File: src/rtl/core/fup_pkg.sv
// Shared types, codes and helper functions of the form field parser.
package fup_pkg;

  localparam int unsigned MAX_FIELDS = 65535;
  localparam logic [15:0] FCNT_LIMIT = 16'(MAX_FIELDS - 1);
  localparam int unsigned NUM_SLOTS  = 5;
  localparam int unsigned NUM_CANDS  = 8;

  localparam logic [7:0] SEP_RESET   = 8'd38;
  localparam logic [7:0] DELIM_RESET = 8'd61;

  localparam logic [7:0] CHAR_PCT   = 8'h25;
  localparam logic [7:0] CHAR_PLUS  = 8'h2B;
  localparam logic [7:0] CHAR_SPACE = 8'h20;
  localparam logic [7:0] CHAR_LF    = 8'd10;
  localparam logic [7:0] CHAR_UA    = 8'h41;
  localparam logic [7:0] CHAR_LA    = 8'h61;
  localparam logic [7:0] CHAR_ZERO  = 8'h30;

  // Configuration register indexes.
  localparam logic CFG_FIELD_SEP = 1'b0;
  localparam logic CFG_NV_DELIM  = 1'b1;

  typedef enum logic [2:0] {
    KIND_NAME  = 3'd0,
    KIND_VALUE = 3'd1,
    KIND_END   = 3'd2,
    KIND_OK    = 3'd3,
    KIND_ERR   = 3'd4
  } fup_kind_e;

  typedef enum logic [1:0] {
    ERR_NONE     = 2'd0,
    ERR_NO_DATA  = 2'd1,
    ERR_NO_DELIM = 2'd2
  } fup_err_e;

  typedef enum logic [2:0] {
    PH_NAME  = 3'b001,
    PH_VALUE = 3'b010,
    PH_ERROR = 3'b100
  } fup_phase_e;

  typedef enum logic [2:0] {
    ESC_IDLE = 3'b001,
    ESC_PCT  = 3'b010,
    ESC_HIGH = 3'b100
  } fup_esc_e;

  typedef struct packed {
    fup_phase_e  phase;
    fup_esc_e    esc;
    logic [7:0]  held;
    logic        sep_seen;
    logic [15:0] fcnt;
  } fup_state_t;

  typedef struct packed {
    fup_kind_e   kind;
    logic [7:0]  data;
    logic [15:0] fnum;
    fup_err_e    err;
  } fup_result_t;

  typedef struct packed {
    logic [2:0]                   cnt;
    fup_result_t [NUM_SLOTS-1:0]  slot;
  } fup_bundle_t;

  localparam fup_state_t STATE_RESET = '{
    phase:    PH_NAME,
    esc:      ESC_IDLE,
    held:     8'h00,
    sep_seen: 1'b0,
    fcnt:     16'h0000
  };

  // Returns {valid, nibble} for an ASCII hex digit of either case.
  function automatic logic [4:0] hex_decode(input logic [7:0] c);
    logic [4:0] r;
    r = 5'd0;
    if (c >= CHAR_UA && c <= CHAR_UA + 8'd5) begin
      r = {1'b1, 4'(c - CHAR_UA + 8'd10)};
    end else if (c >= CHAR_LA && c <= CHAR_LA + 8'd5) begin
      r = {1'b1, 4'(c - CHAR_LA + 8'd10)};
    end else if (c >= CHAR_ZERO && c <= CHAR_ZERO + 8'd9) begin
      r = {1'b1, 4'(c - CHAR_ZERO)};
    end
    return r;
  endfunction

  function automatic logic [7:0] plain_byte(input logic [7:0] c);
    return (c == CHAR_PLUS) ? CHAR_SPACE : c;
  endfunction

endpackage

File: src/rtl/core/fup_decode.sv
// Combinational decode of one byte: next parser state and its result bundle.
module fup_decode (
  input  fup_pkg::fup_state_t  state_i,
  input  logic [7:0]           field_sep_i,
  input  logic [7:0]           nv_delim_i,
  input  logic [7:0]           in_byte_i,
  input  logic                 last_i,
  output fup_pkg::fup_state_t  state_o,
  output fup_pkg::fup_bundle_t bundle_o
);

  fup_pkg::fup_state_t                           st;
  fup_pkg::fup_result_t [fup_pkg::NUM_CANDS-1:0] cand;
  logic [fup_pkg::NUM_CANDS-1:0]                 cand_en;
  fup_pkg::fup_kind_e                            data_kind;
  logic [4:0]                                    byte_hex;
  logic [4:0]                                    held_hex;
  logic                                          is_sep;
  logic                                          is_delim;
  logic                                          flush_pct;
  logic                                          flush_held;
  logic [7:0]                                    esc_val;
  logic [2:0]                                    n;

  assign byte_hex   = fup_pkg::hex_decode(in_byte_i);
  assign held_hex   = fup_pkg::hex_decode(state_i.held);
  assign is_sep     = (in_byte_i == field_sep_i);
  assign is_delim   = (in_byte_i == nv_delim_i);
  assign flush_pct  = (state_i.esc == fup_pkg::ESC_PCT) || (state_i.esc == fup_pkg::ESC_HIGH);
  assign flush_held = (state_i.esc == fup_pkg::ESC_HIGH) && (state_i.held != fup_pkg::CHAR_LF);
  assign esc_val    = {held_hex[3:0], byte_hex[3:0]};
  assign data_kind  = (state_i.phase == fup_pkg::PH_VALUE) ? fup_pkg::KIND_VALUE
                                                           : fup_pkg::KIND_NAME;

  // Candidate slots in emission order: three data bytes from the byte and its pending escape,
  // field end on a separator, two flush bytes at the end, end/error, done ok.
  always_comb begin
    st      = state_i;
    cand_en = '0;
    for (int i = 0; i < fup_pkg::NUM_CANDS; i++) begin
      cand[i].kind = data_kind;
      cand[i].data = 8'h00;
      cand[i].fnum = state_i.fcnt;
      cand[i].err  = fup_pkg::ERR_NONE;
    end

    if (state_i.phase != fup_pkg::PH_NAME && state_i.phase != fup_pkg::PH_VALUE) begin
      // error phase: drop the byte
    end else if (is_sep) begin
      if (state_i.phase == fup_pkg::PH_NAME) begin
        st.phase = fup_pkg::PH_ERROR;
        st.esc   = fup_pkg::ESC_IDLE;
        st.held  = 8'h00;
      end else begin
        cand_en[0]   = flush_pct;
        cand[0].data = fup_pkg::CHAR_PCT;
        cand_en[1]   = flush_held;
        cand[1].data = fup_pkg::plain_byte(state_i.held);
        cand_en[3]   = 1'b1;
        cand[3].kind = fup_pkg::KIND_END;
        st.esc       = fup_pkg::ESC_IDLE;
        st.held      = 8'h00;
        if (state_i.fcnt < fup_pkg::FCNT_LIMIT) begin
          st.fcnt = state_i.fcnt + 16'd1;
        end
        st.phase    = fup_pkg::PH_NAME;
        st.sep_seen = 1'b1;
      end
    end else if (state_i.phase == fup_pkg::PH_NAME && is_delim) begin
      cand_en[0]   = flush_pct;
      cand[0].data = fup_pkg::CHAR_PCT;
      cand_en[1]   = flush_held;
      cand[1].data = fup_pkg::plain_byte(state_i.held);
      st.esc       = fup_pkg::ESC_IDLE;
      st.held      = 8'h00;
      st.phase     = fup_pkg::PH_VALUE;
    end else begin
      case (state_i.esc)
        fup_pkg::ESC_PCT: begin
          if (byte_hex[4]) begin
            st.held = in_byte_i;
            st.esc  = fup_pkg::ESC_HIGH;
          end else begin
            // bad escape: pass '%' and rescan the byte
            cand_en[0]   = 1'b1;
            cand[0].data = fup_pkg::CHAR_PCT;
            st.esc       = fup_pkg::ESC_IDLE;
            if (in_byte_i == fup_pkg::CHAR_PCT) begin
              st.esc = fup_pkg::ESC_PCT;
            end else begin
              cand_en[1]   = (in_byte_i != fup_pkg::CHAR_LF);
              cand[1].data = fup_pkg::plain_byte(in_byte_i);
            end
          end
        end
        fup_pkg::ESC_HIGH: begin
          st.esc  = fup_pkg::ESC_IDLE;
          st.held = 8'h00;
          if (byte_hex[4] && held_hex[4]) begin
            cand_en[0]   = (esc_val != fup_pkg::CHAR_LF);
            cand[0].data = esc_val;
          end else begin
            cand_en[0]   = 1'b1;
            cand[0].data = fup_pkg::CHAR_PCT;
            cand_en[1]   = (state_i.held != fup_pkg::CHAR_LF);
            cand[1].data = fup_pkg::plain_byte(state_i.held);
            if (in_byte_i == fup_pkg::CHAR_PCT) begin
              st.esc = fup_pkg::ESC_PCT;
            end else begin
              cand_en[2]   = (in_byte_i != fup_pkg::CHAR_LF);
              cand[2].data = fup_pkg::plain_byte(in_byte_i);
            end
          end
        end
        default: begin
          st.esc = fup_pkg::ESC_IDLE;
          if (in_byte_i == fup_pkg::CHAR_PCT) begin
            st.esc = fup_pkg::ESC_PCT;
          end else begin
            cand_en[0]   = (in_byte_i != fup_pkg::CHAR_LF);
            cand[0].data = fup_pkg::plain_byte(in_byte_i);
          end
        end
      endcase
    end

    if (last_i) begin
      case (st.phase)
        fup_pkg::PH_VALUE: begin
          cand_en[4]   = (st.esc == fup_pkg::ESC_PCT) || (st.esc == fup_pkg::ESC_HIGH);
          cand[4].kind = fup_pkg::KIND_VALUE;
          cand[4].data = fup_pkg::CHAR_PCT;
          cand[4].fnum = st.fcnt;
          cand_en[5]   = (st.esc == fup_pkg::ESC_HIGH) && (st.held != fup_pkg::CHAR_LF);
          cand[5].kind = fup_pkg::KIND_VALUE;
          cand[5].data = fup_pkg::plain_byte(st.held);
          cand[5].fnum = st.fcnt;
          cand_en[6]   = 1'b1;
          cand[6].kind = fup_pkg::KIND_END;
          cand[6].fnum = st.fcnt;
          cand_en[7]   = 1'b1;
          cand[7].kind = fup_pkg::KIND_OK;
          cand[7].fnum = st.fcnt + 16'd1;
        end
        fup_pkg::PH_NAME: begin
          cand_en[6]   = 1'b1;
          cand[6].kind = fup_pkg::KIND_ERR;
          cand[6].fnum = 16'h0000;
          cand[6].err  = st.sep_seen ? fup_pkg::ERR_NO_DELIM : fup_pkg::ERR_NO_DATA;
        end
        default: begin
          cand_en[6]   = 1'b1;
          cand[6].kind = fup_pkg::KIND_ERR;
          cand[6].fnum = 16'h0000;
          cand[6].err  = fup_pkg::ERR_NO_DELIM;
        end
      endcase
      st = fup_pkg::STATE_RESET;
    end
  end

  // Pack enabled candidates into consecutive slots.
  always_comb begin
    bundle_o = '0;
    n        = 3'd0;
    for (int i = 0; i < fup_pkg::NUM_CANDS; i++) begin
      if (cand_en[i] && n != 3'(fup_pkg::NUM_SLOTS)) begin
        bundle_o.slot[n] = cand[i];
        n                = n + 3'd1;
      end
    end
    bundle_o.cnt = n;
  end

  assign state_o = st;

endmodule

File: src/rtl/core/fup_result_buf.sv
// Result register: holds a byte's results, drains one per cycle while ready.
module fup_result_buf (
  input  logic                 clk_i,
  input  logic                 rst_ni,
  input  logic                 load_i,
  input  fup_pkg::fup_bundle_t bundle_i,
  input  logic                 out_ready_i,
  output logic                 free_o,
  output logic                 out_valid_o,
  output fup_pkg::fup_result_t result_o,
  output logic                 run_end_o
);

  fup_pkg::fup_result_t [fup_pkg::NUM_SLOTS-1:0] slot_q;
  logic [2:0] cnt_q, cnt_d;
  logic [2:0] idx_q, idx_d;
  logic       take;
  logic       last_slot;

  assign out_valid_o = (cnt_q != 3'd0);
  assign last_slot   = (idx_q == cnt_q - 3'd1);
  assign take        = out_valid_o && out_ready_i;
  assign free_o      = (cnt_q == 3'd0) || (take && last_slot);
  assign result_o    = slot_q[idx_q];
  assign run_end_o   = last_slot;

  always_comb begin
    cnt_d = cnt_q;
    idx_d = idx_q;
    if (load_i) begin
      cnt_d = bundle_i.cnt;
      idx_d = 3'd0;
    end else if (take) begin
      if (last_slot) begin
        cnt_d = 3'd0;
        idx_d = 3'd0;
      end else begin
        idx_d = idx_q + 3'd1;
      end
    end
  end

  always_ff @(posedge clk_i or negedge rst_ni) begin
    if (!rst_ni) begin
      cnt_q <= 3'd0;
      idx_q <= 3'd0;
    end else begin
      cnt_q <= cnt_d;
      idx_q <= idx_d;
    end
  end

  always_ff @(posedge clk_i) begin
    if (load_i) begin
      slot_q <= bundle_i.slot;
    end
  end

endmodule

File: src/rtl/core/form_urlencoded_field_parser_unit.sv
// Top level of the streaming form field parser (input register, decode, result register).
// A byte in the input register is decoded and loaded into the result register when that
// is free. Throughput: one byte per cycle while each byte yields at most one result and
// the output is ready; a byte with k results (up to five) holds the register until all drain.
// Reset: rst_ni clears the parser state, the pipeline valids and restores the
// separator and delimiter registers to '&' and '='.
module form_urlencoded_field_parser_unit (
  input  logic        clk_i,
  input  logic        rst_ni,
  input  logic        cfg_we_i,
  input  logic        cfg_index_i,
  input  logic [7:0]  cfg_wdata_i,
  input  logic        in_valid_i,
  output logic        in_ready_o,
  input  logic [7:0]  in_byte_i,
  input  logic        last_byte_i,
  output logic        out_valid_o,
  input  logic        out_ready_i,
  output logic [2:0]  result_kind_o,
  output logic [7:0]  out_byte_o,
  output logic [15:0] field_number_o,
  output logic [1:0]  error_code_o,
  output logic        run_end_o
);

  // Configuration registers.
  logic [7:0] field_sep_q;
  logic [7:0] nv_delim_q;

  // Input register: one byte transaction waiting for decode.
  logic       in_vld_q;
  logic [7:0] in_byte_q;
  logic       in_last_q;

  // Parser state, advanced once per decoded byte.
  fup_pkg::fup_state_t state_q, state_d;

  fup_pkg::fup_bundle_t bundle;
  fup_pkg::fup_result_t result;
  logic                 buf_free;
  logic                 advance;
  logic                 in_take;

  // Decode the held byte once the result register can take its bundle.
  assign advance    = in_vld_q && buf_free;
  assign in_ready_o = !in_vld_q || advance;
  assign in_take    = in_valid_i && in_ready_o;

  always_ff @(posedge clk_i or negedge rst_ni) begin
    if (!rst_ni) begin
      field_sep_q <= fup_pkg::SEP_RESET;
      nv_delim_q  <= fup_pkg::DELIM_RESET;
    end else if (cfg_we_i) begin
      case (cfg_index_i)
        fup_pkg::CFG_FIELD_SEP: field_sep_q <= cfg_wdata_i;
        fup_pkg::CFG_NV_DELIM:  nv_delim_q  <= cfg_wdata_i;
        default: ;
      endcase
    end
  end

  always_ff @(posedge clk_i or negedge rst_ni) begin
    if (!rst_ni) begin
      in_vld_q <= 1'b0;
    end else if (in_take) begin
      in_vld_q <= 1'b1;
    end else if (advance) begin
      in_vld_q <= 1'b0;
    end
  end

  // Hold the payload until the byte is decoded.
  always_ff @(posedge clk_i) begin
    if (in_take) begin
      in_byte_q <= in_byte_i;
      in_last_q <= last_byte_i;
    end
  end

  always_ff @(posedge clk_i or negedge rst_ni) begin
    if (!rst_ni) begin
      state_q <= fup_pkg::STATE_RESET;
    end else if (advance) begin
      state_q <= state_d;
    end
  end

  // Separator wins over delimiter; escapes flush at the delimiter, at a value's separator
  // and at a value's last byte, and the last byte returns the state to reset values.
  fup_decode u_decode (
    .state_i     (state_q),
    .field_sep_i (field_sep_q),
    .nv_delim_i  (nv_delim_q),
    .in_byte_i   (in_byte_q),
    .last_i      (in_last_q),
    .state_o     (state_d),
    .bundle_o    (bundle)
  );

  // A byte with no results loads an empty bundle and leaves no trace.
  fup_result_buf u_result_buf (
    .clk_i       (clk_i),
    .rst_ni      (rst_ni),
    .load_i      (advance),
    .bundle_i    (bundle),
    .out_ready_i (out_ready_i),
    .free_o      (buf_free),
    .out_valid_o (out_valid_o),
    .result_o    (result),
    .run_end_o   (run_end_o)
  );

  assign result_kind_o  = result.kind;
  assign out_byte_o     = result.data;
  assign field_number_o = result.fnum;
  assign error_code_o   = result.err;

endmodule

File: config.mk
export PLATFORM = sky130hd
export DESIGN_NAME = form_urlencoded_field_parser_unit
export DESIGN_NICKNAME = d
export VERILOG_FILES = /design/src/rtl/core/fup_pkg.sv /design/src/rtl/core/fup_decode.sv /design/src/rtl/core/fup_result_buf.sv /design/src/rtl/core/form_urlencoded_field_parser_unit.sv
export SDC_FILE = /design/constraint.sdc
export NUM_CORES = 1
export LEC_CHECK = 0
export BUFFER_PORTS_ARGS = -buffer_cell sky130_fd_sc_hd__buf_2
export CORE_MARGIN = 5
export CORE_UTILIZATION = 40
export DETAILED_ROUTE_END_ITERATION = 10
export PLACE_DENSITY_LB_ADDON = 0.25
export SYNTH_ARGS = -nofsm -noshare
export SYNTH_HDL_FRONTEND = slang
export SYNTH_SLANG_ARGS = --single-unit
File: constraint.sdc
create_clock -name clk_i -period 15.4 [get_ports clk_i]
set_input_delay 0.77 -clock clk_i [delete_from_list [all_inputs] [get_ports clk_i]]
set_output_delay 0.77 -clock clk_i [all_outputs]
set_load 0.01 [all_outputs]
# [Word-level counts from Yosys, hierarchy flattened]
# Index checks and enable logic that the tools add are counted.
[totals] wordCells=278 inputBits=23 rom_bits=0 mem_count=0 ram_bits=0 out_inout_bits=32 register_bits=208 latch_bits=0
[classes] n_lt_le_gt_ge=28 eq_ne=28 div_mod_pow=0 n_addsub=21 shifts=0 n_reduce_logical=42 n_mux=126 n_bitwise=1 mul=0
[ops] cell="145-bit bitwise mux" n=7
[ops] cell="145-bit two-way mux" n=7
[ops] cell="29-bit demux with 3-bit select" n=7
[ops] cell="29-bit two-way mux" n=9
[ops] cell="8-bit two-way mux" n=20
[ops] cell="29-bit binary-select mux with 3-bit select" n=1
[ops] cell="27-bit two-way mux" n=3
[ops] cell="3-bit two-way mux" n=23
[ops] cell="16-bit two-way mux" n=4
[ops] cell="31-bit two-way mux" n=2
[ops] cell="8-bit one-hot mux with 2 select lines" n=3
[ops] cell="45-bit two-way mux" n=1
[ops] cell="17-bit two-way mux" n=2
[ops] cell="16-bit by 1-bit adder with 16-bit output, second input constant" n=2
[ops] cell="8-bit by 6-bit == test with 1-bit output, second input constant" n=4
[ops] cell="8-bit by 7-bit >= comparator with 1-bit output, second input constant" n=4
[ops] cell="8-bit by 7-bit less-or-equal comparator with 1-bit output, second input constant" n=4
[ops] cell="8-bit by 4-bit != test with 1-bit output, second input constant" n=4
[ops] cell="5-bit two-way mux" n=6
[ops] cell="1-bit logical AND" n=29
[ops] cell="3-bit by 4-bit < comparator with 1-bit output, second input constant" n=7
[ops] cell="14-bit two-way mux" n=2
[ops] cell="4-bit by 1-bit subtractor with 4-bit output, second input constant" n=6
[ops] cell="3-bit by 1-bit adder with 3-bit output, second input constant" n=7
[ops] cell="other kinds (33)" n=82

# [Longest topological paths before layout]
[logic_depth] depth_word=36 depth_mapped=35 depth_no_buf=31

# [By module]
# A second synthesis with hierarchy kept.
[hier_totals] hier_cells=1427 area_unflattened_um2=14236.2
[modules_own_cells] module="fup_decode" n_inst=1 area_each_um2=6227.2 seq_area_each_um2=0.0 cells_each=997
[modules_own_cells] module="fup_result_buf" n_inst=1 area_each_um2=5809.3 seq_area_each_um2=4504.3 cells_each=315
[modules_own_cells] module="form_urlencoded_field_parser_unit" n_inst=1 area_each_um2=2199.6 seq_area_each_um2=1483.9 cells_each=115

# [Worst setup path after synthesis]
# No wires, ideal clock.
[synth_timing] path_type="register -> register" start="register state_q[17] (netlist name)" end="register u_result_buf.slot_q[64] (netlist name), data pin" path_stages_with_launch=32 n_path_buf=4 required_time_ns=15.141 setup_time_ns=0.259 path_slack_ns=8.025 t_arrival_ns=7.116 synth_period_minus_slack_ns=7.375 path_cell_list="dfrtp_1 > clkbuf_1 > inv_1 > ha_1 > a2111oi_2 > nor2_1 > a41oi_1 > a211o_1 > a21oi_1 > o31ai_1 > nand2_1 > fa_1 > clkbuf_1 > nand3_1 > and2_1 > and2_1 > ha_1 > clkbuf_2 > nand2_1 > nand2_1 > ha_1 > a31oi_4 > mux2i_2 > o21ai_0 > ha_1 > inv_1 > o31ai_2 > or3_1 > a211oi_2 > buf_4 > nor2_1 > a211o_1"
[synth_rtl] element="from (decl)" line_no="form_urlencoded_field_parser_unit.sv:36" source="fup_pkg::fup_state_t state_q, state_d;"
[synth_rtl] element="from (signal assigned)" line_no="form_urlencoded_field_parser_unit.sv:82" source="state_q <= fup_pkg::STATE_RESET;"
[synth_rtl] element="from (signal assigned)" line_no="form_urlencoded_field_parser_unit.sv:84" source="state_q <= state_d;"
[synth_rtl] element="to (signal assigned)" line_no="fup_result_buf.sv:55" source="slot_q <= bundle_i.slot;"
[synth_rtl] element="to (decl)" line_no="fup_result_buf.sv:14" source="fup_pkg::fup_result_t [fup_pkg::NUM_SLOTS-1:0] slot_q;"

==> flow_metrics.py <==
metrics = {
    "setup_path": {
        "worstSetupPathType": "reg -> reg",
        "required_ns": 15.70,
        "path_common_cell": "ha_1",
        "end_kind": "flip-flop",
        "worstPathArrival_ns": 9.62,
        "cp_slowest_stage_delay_ns": 0.84,
        "cp_max_fo": 13,
        "start_kind": "flip-flop",
        "slowest_stage": "a211oi_2",
        "r2r_cells": 28,
    },
    "timing": {
        "finalSetupViolCount": 0,
        "fmax_mhz": 107,
        "worst-slew-pin-transition_ns": 1.03,
        "min_period_ns": 9.32,
        "tns_ns": 0,
        "drv_slew": 0,
        "slew_headroom_pct": 30.7,
        "final-hold-violation-count": 0,
        "final.period_utilization_pct": 60.5,
        "fin_worst_skew_ns": 0.0158,
        "finalWorstSetupSlack_ns": 6.08,
        "grt_setup_unrepaired": "false",
    },
    "routing": {
        "avgRoutedWirePerCell_microns": 22.9,
        "via_count": 11600,
        "drt_wl_total_microns": 43400,
        "dr.pass1.iters": 5,
        "ant_nets": 0,
        "routed_via_density": 6.10,
        "drt_iter0_drc": 1150,
        "drc_errors": 0,
    },
    "logic_synthesis": {
        "yosys-top-cells-area": "edfxtp_1 (33%), dfrtp_1 (7.9%), mux2i_1 (5.4%)",
        "yosysUniqueCellTypes": 110,
        "synth_area_leader_cell": "edfxtp_1",
        "ys_ff_latch": 208,
        "seq_area_frac_synth_pct": 43.1,
        "syn_area_per_cell_sq_um": 9.73,
        "synth-edff-count": 154,
        "syn_area_sq_um": 13900,
        "yosys_warnings": 0,
        "synth_nets": 1475,
        "async_flop_share_pct": 26.0,
        "synth_top_area_share_pct": 33.3,
        "ys.flop_type": "edfxtp_1",
        "postSynthCellCount": 1426,
    },
    "flow_run": {
        "cap_viol_max_count": 0,
    },
    "run_status": {
        "run_status": "complete, no violations",
    },
    "placed_design": {
        "place_congestion": 0.937,
        "placed_cells": 1853,
        "dpl.hpwl_microns": 31200,
        "port_buffers": 54,
        "dp_slack_ns": 6.32,
    },
    "floorplan": {
        "core_region_area_sq_um": 34400,
        "fp.dieH_microns": 196,
        "rows": 68,
        "die_x_microns": 196,
        "start_util_pct": 40.4,
        "die-area_sq_um": 38500,
        "io-pin-count": 55,
    },
    "clock_tree": {
        "cts_buffers": 25,
        "clk_path_buf_depth": 3,
        "clk_latency_ns": 0.55,
        "holdBufCountCts": 0,
        "h-tree-depth": 1,
        "cts-root-buf": "clkbuf_16",
        "cts-resized-gates": 0,
        "cts_sinks": 208,
        "clk_pin_slew_worst_paths_ns": 0.06,
        "tritoncts": "built",
        "cts_setup_buffers": 0,
    },
    "worst_hold_path": {
        "hold_path.class": "in -> async",
    },
    "cells_and_area": {
        "layoutNonFillerInstCount": 1899,
        "final_util_pct": 44.2,
        "syn2layout_area_growth_pct": 9.42,
        "diodes": 0,
        "nets": 1474,
        "drive_above_1_share_pct": 14.3,
        "fillers": 3341,
    },
    "global_route": {
        "grt_pass1_vias": 11000,
        "grt_max_degree": 96,
        "grt_pass1_wl_microns": 67000,
        "met2_usage_pct": 33.1,
        "grt_usage_pct": 21.9,
        "gr-total-overflow": 0,
        "antenna_found_initial": 0,
        "gr-max-usage-layer": "met2",
        "gr-usage-met1_pct": 32.9,
        "grtUsageMet3_pct": 4.41,
    },
    "pwr": {
        "p_leak_nw": 5.46,
        "power_density_nw_per_um2": 169,
        "irDropWorstVdd_mv": 0.181,
    },
}
cell usage in the layout, fill, tap and decap left out, drive strengths merged, types with 19 or more instances in the layout:
cell type and instances:
edfxtp 154, nor2 136, nand2 115, a21oi 105, mux2i 76, buf 71
o22ai 62, o21ai 53, nand3 49, nor3 49, dfrtp 44, inv 41
xnor2 30, clkbuf 30, ha 25, a22o 21, and3 19
layer usage:
layer / routed length, microns / share of wire, % / up-vias
li1: - / - / 5405
met1: 20100 / 46 / 5628
met2: 18800 / 43 / 518
met3: 3710 / 8.6 / 40
met4: 733 / 1.7 / 0
met5: 0 / 0 / -
layout make-up:
class	count	area [sq um]	area share [%]
clock buffers	30	664	4.38
clock inverters	16	119	0.783
inverters	41	159	1.05
multi-input cells	1078	7290	48.0
flip-flops and latches	208	5990	39.4
well taps	455	569	3.75
repair buffers	71	398	2.62
worst max-delay path: cells and delay by family, from the launching register on:
family / cells / cell delay (ns)
AND/OR/NAND/NOR: 12 / 2.91
buffers and inverters: 2 / 0.27
AO/OA/AOI/OAI: 8 / 2.97
adder cells (fa/ha/maj): 5 / 2.03
multiplexers: 1 / 0.24
flip-flops: 1 / 0.60
power by group:
group / total, mW / internal [mW] / switching (mW) / leakage (nW)
clock network: 0.566 / 0.325 / 0.241 / 0.385
logic: 0.959 / 0.311 / 0.647 / 2.91
registers: 1.03 / 0.906 / 0.129 / 2.17
cells by family (layout without fill, tap and decap cells):
logic type | Yosys count | after routing | synth area share, %
AOI/OAI and AO/OA | 411 | 411 | 21.3
xor gates and xnor gates | 43 | 43 | 2.82
adders and majority gates | 27 | 27 | 2.47
buffers and inverters | 140 | 158 | 4.43
DFF | 208 | 208 | 43.1
muxes | 93 | 93 | 6.89
other | 1 | 1 | 0.0270
and+or+nand+nor | 503 | 503 | 18.9
path summary, 6_finish.rpt:
path | from | end | slack (ns)
min reg2reg | u_result_buf.cnt_q[1]$_DFFE_PN0P_ | u_result_buf.cnt_q[1]$_DFFE_PN0P_ | 0.47
min in group clk_i | in_byte_i[1] | in_byte_q[1]$_DFFE_PP_ | 0.39
max reg2reg | in_byte_q[1]$_DFFE_PP_ | u_result_buf.slot_q[73]$_DFFE_PP_ | 6.08
max | in_byte_q[1]$_DFFE_PP_ | u_result_buf.slot_q[73]$_DFFE_PP_ | 6.08
min | rst_ni | state_q[23]$_DFFE_PN0P_ | 0.36
max in group asynchronous | rst_ni | u_result_buf.idx_q[2]$_DFFE_PN0P_ | 14.44
stage by stage:
| stage | power [mW] | area, sq um | hold WS [ns] |
|---|---|---|---|
| 4_1_cts | 2.57 | 15200 | 0.376 |
| 5_1_grt | 2.70 | 15200 | 0.378 |
| 3_5_place_dp | 2.00 | 14400 | 0.466 |
| 6_report | 2.56 | 15200 | 0.365 |
| 3_3_place_gp | 1.99 | 14400 | 0.459 |
| 2_1_floorplan | 1.71 | 13900 | 0.439 |
sequential cells by signal, indices dropped and copies added, names as in the netlist:
signal / count
state_q: 31
in_vld_q: 1
field_sep_q: 8
in_last_q: 1
nv_delim_q: 8
u_result_buf.idx_q: 3
in_byte_q: 8
u_result_buf.slot_q: 145
u_result_buf.cnt_q: 3
synth_stat cells, drive strengths merged, types with 18 or more instances:
master and count:
edfxtp 154, nor2 136, nand2 115, a21oi 105
mux2i 76, o22ai 62, clkbuf 59, o21ai 53
nand3 49, nor3 49, dfrtp 44, buf 40
inv 40, xnor2 30, ha 25, a22o 21
and3 19, nand4 18, nor4 18
Note: power is estimated with default switching activity, not from simulation.
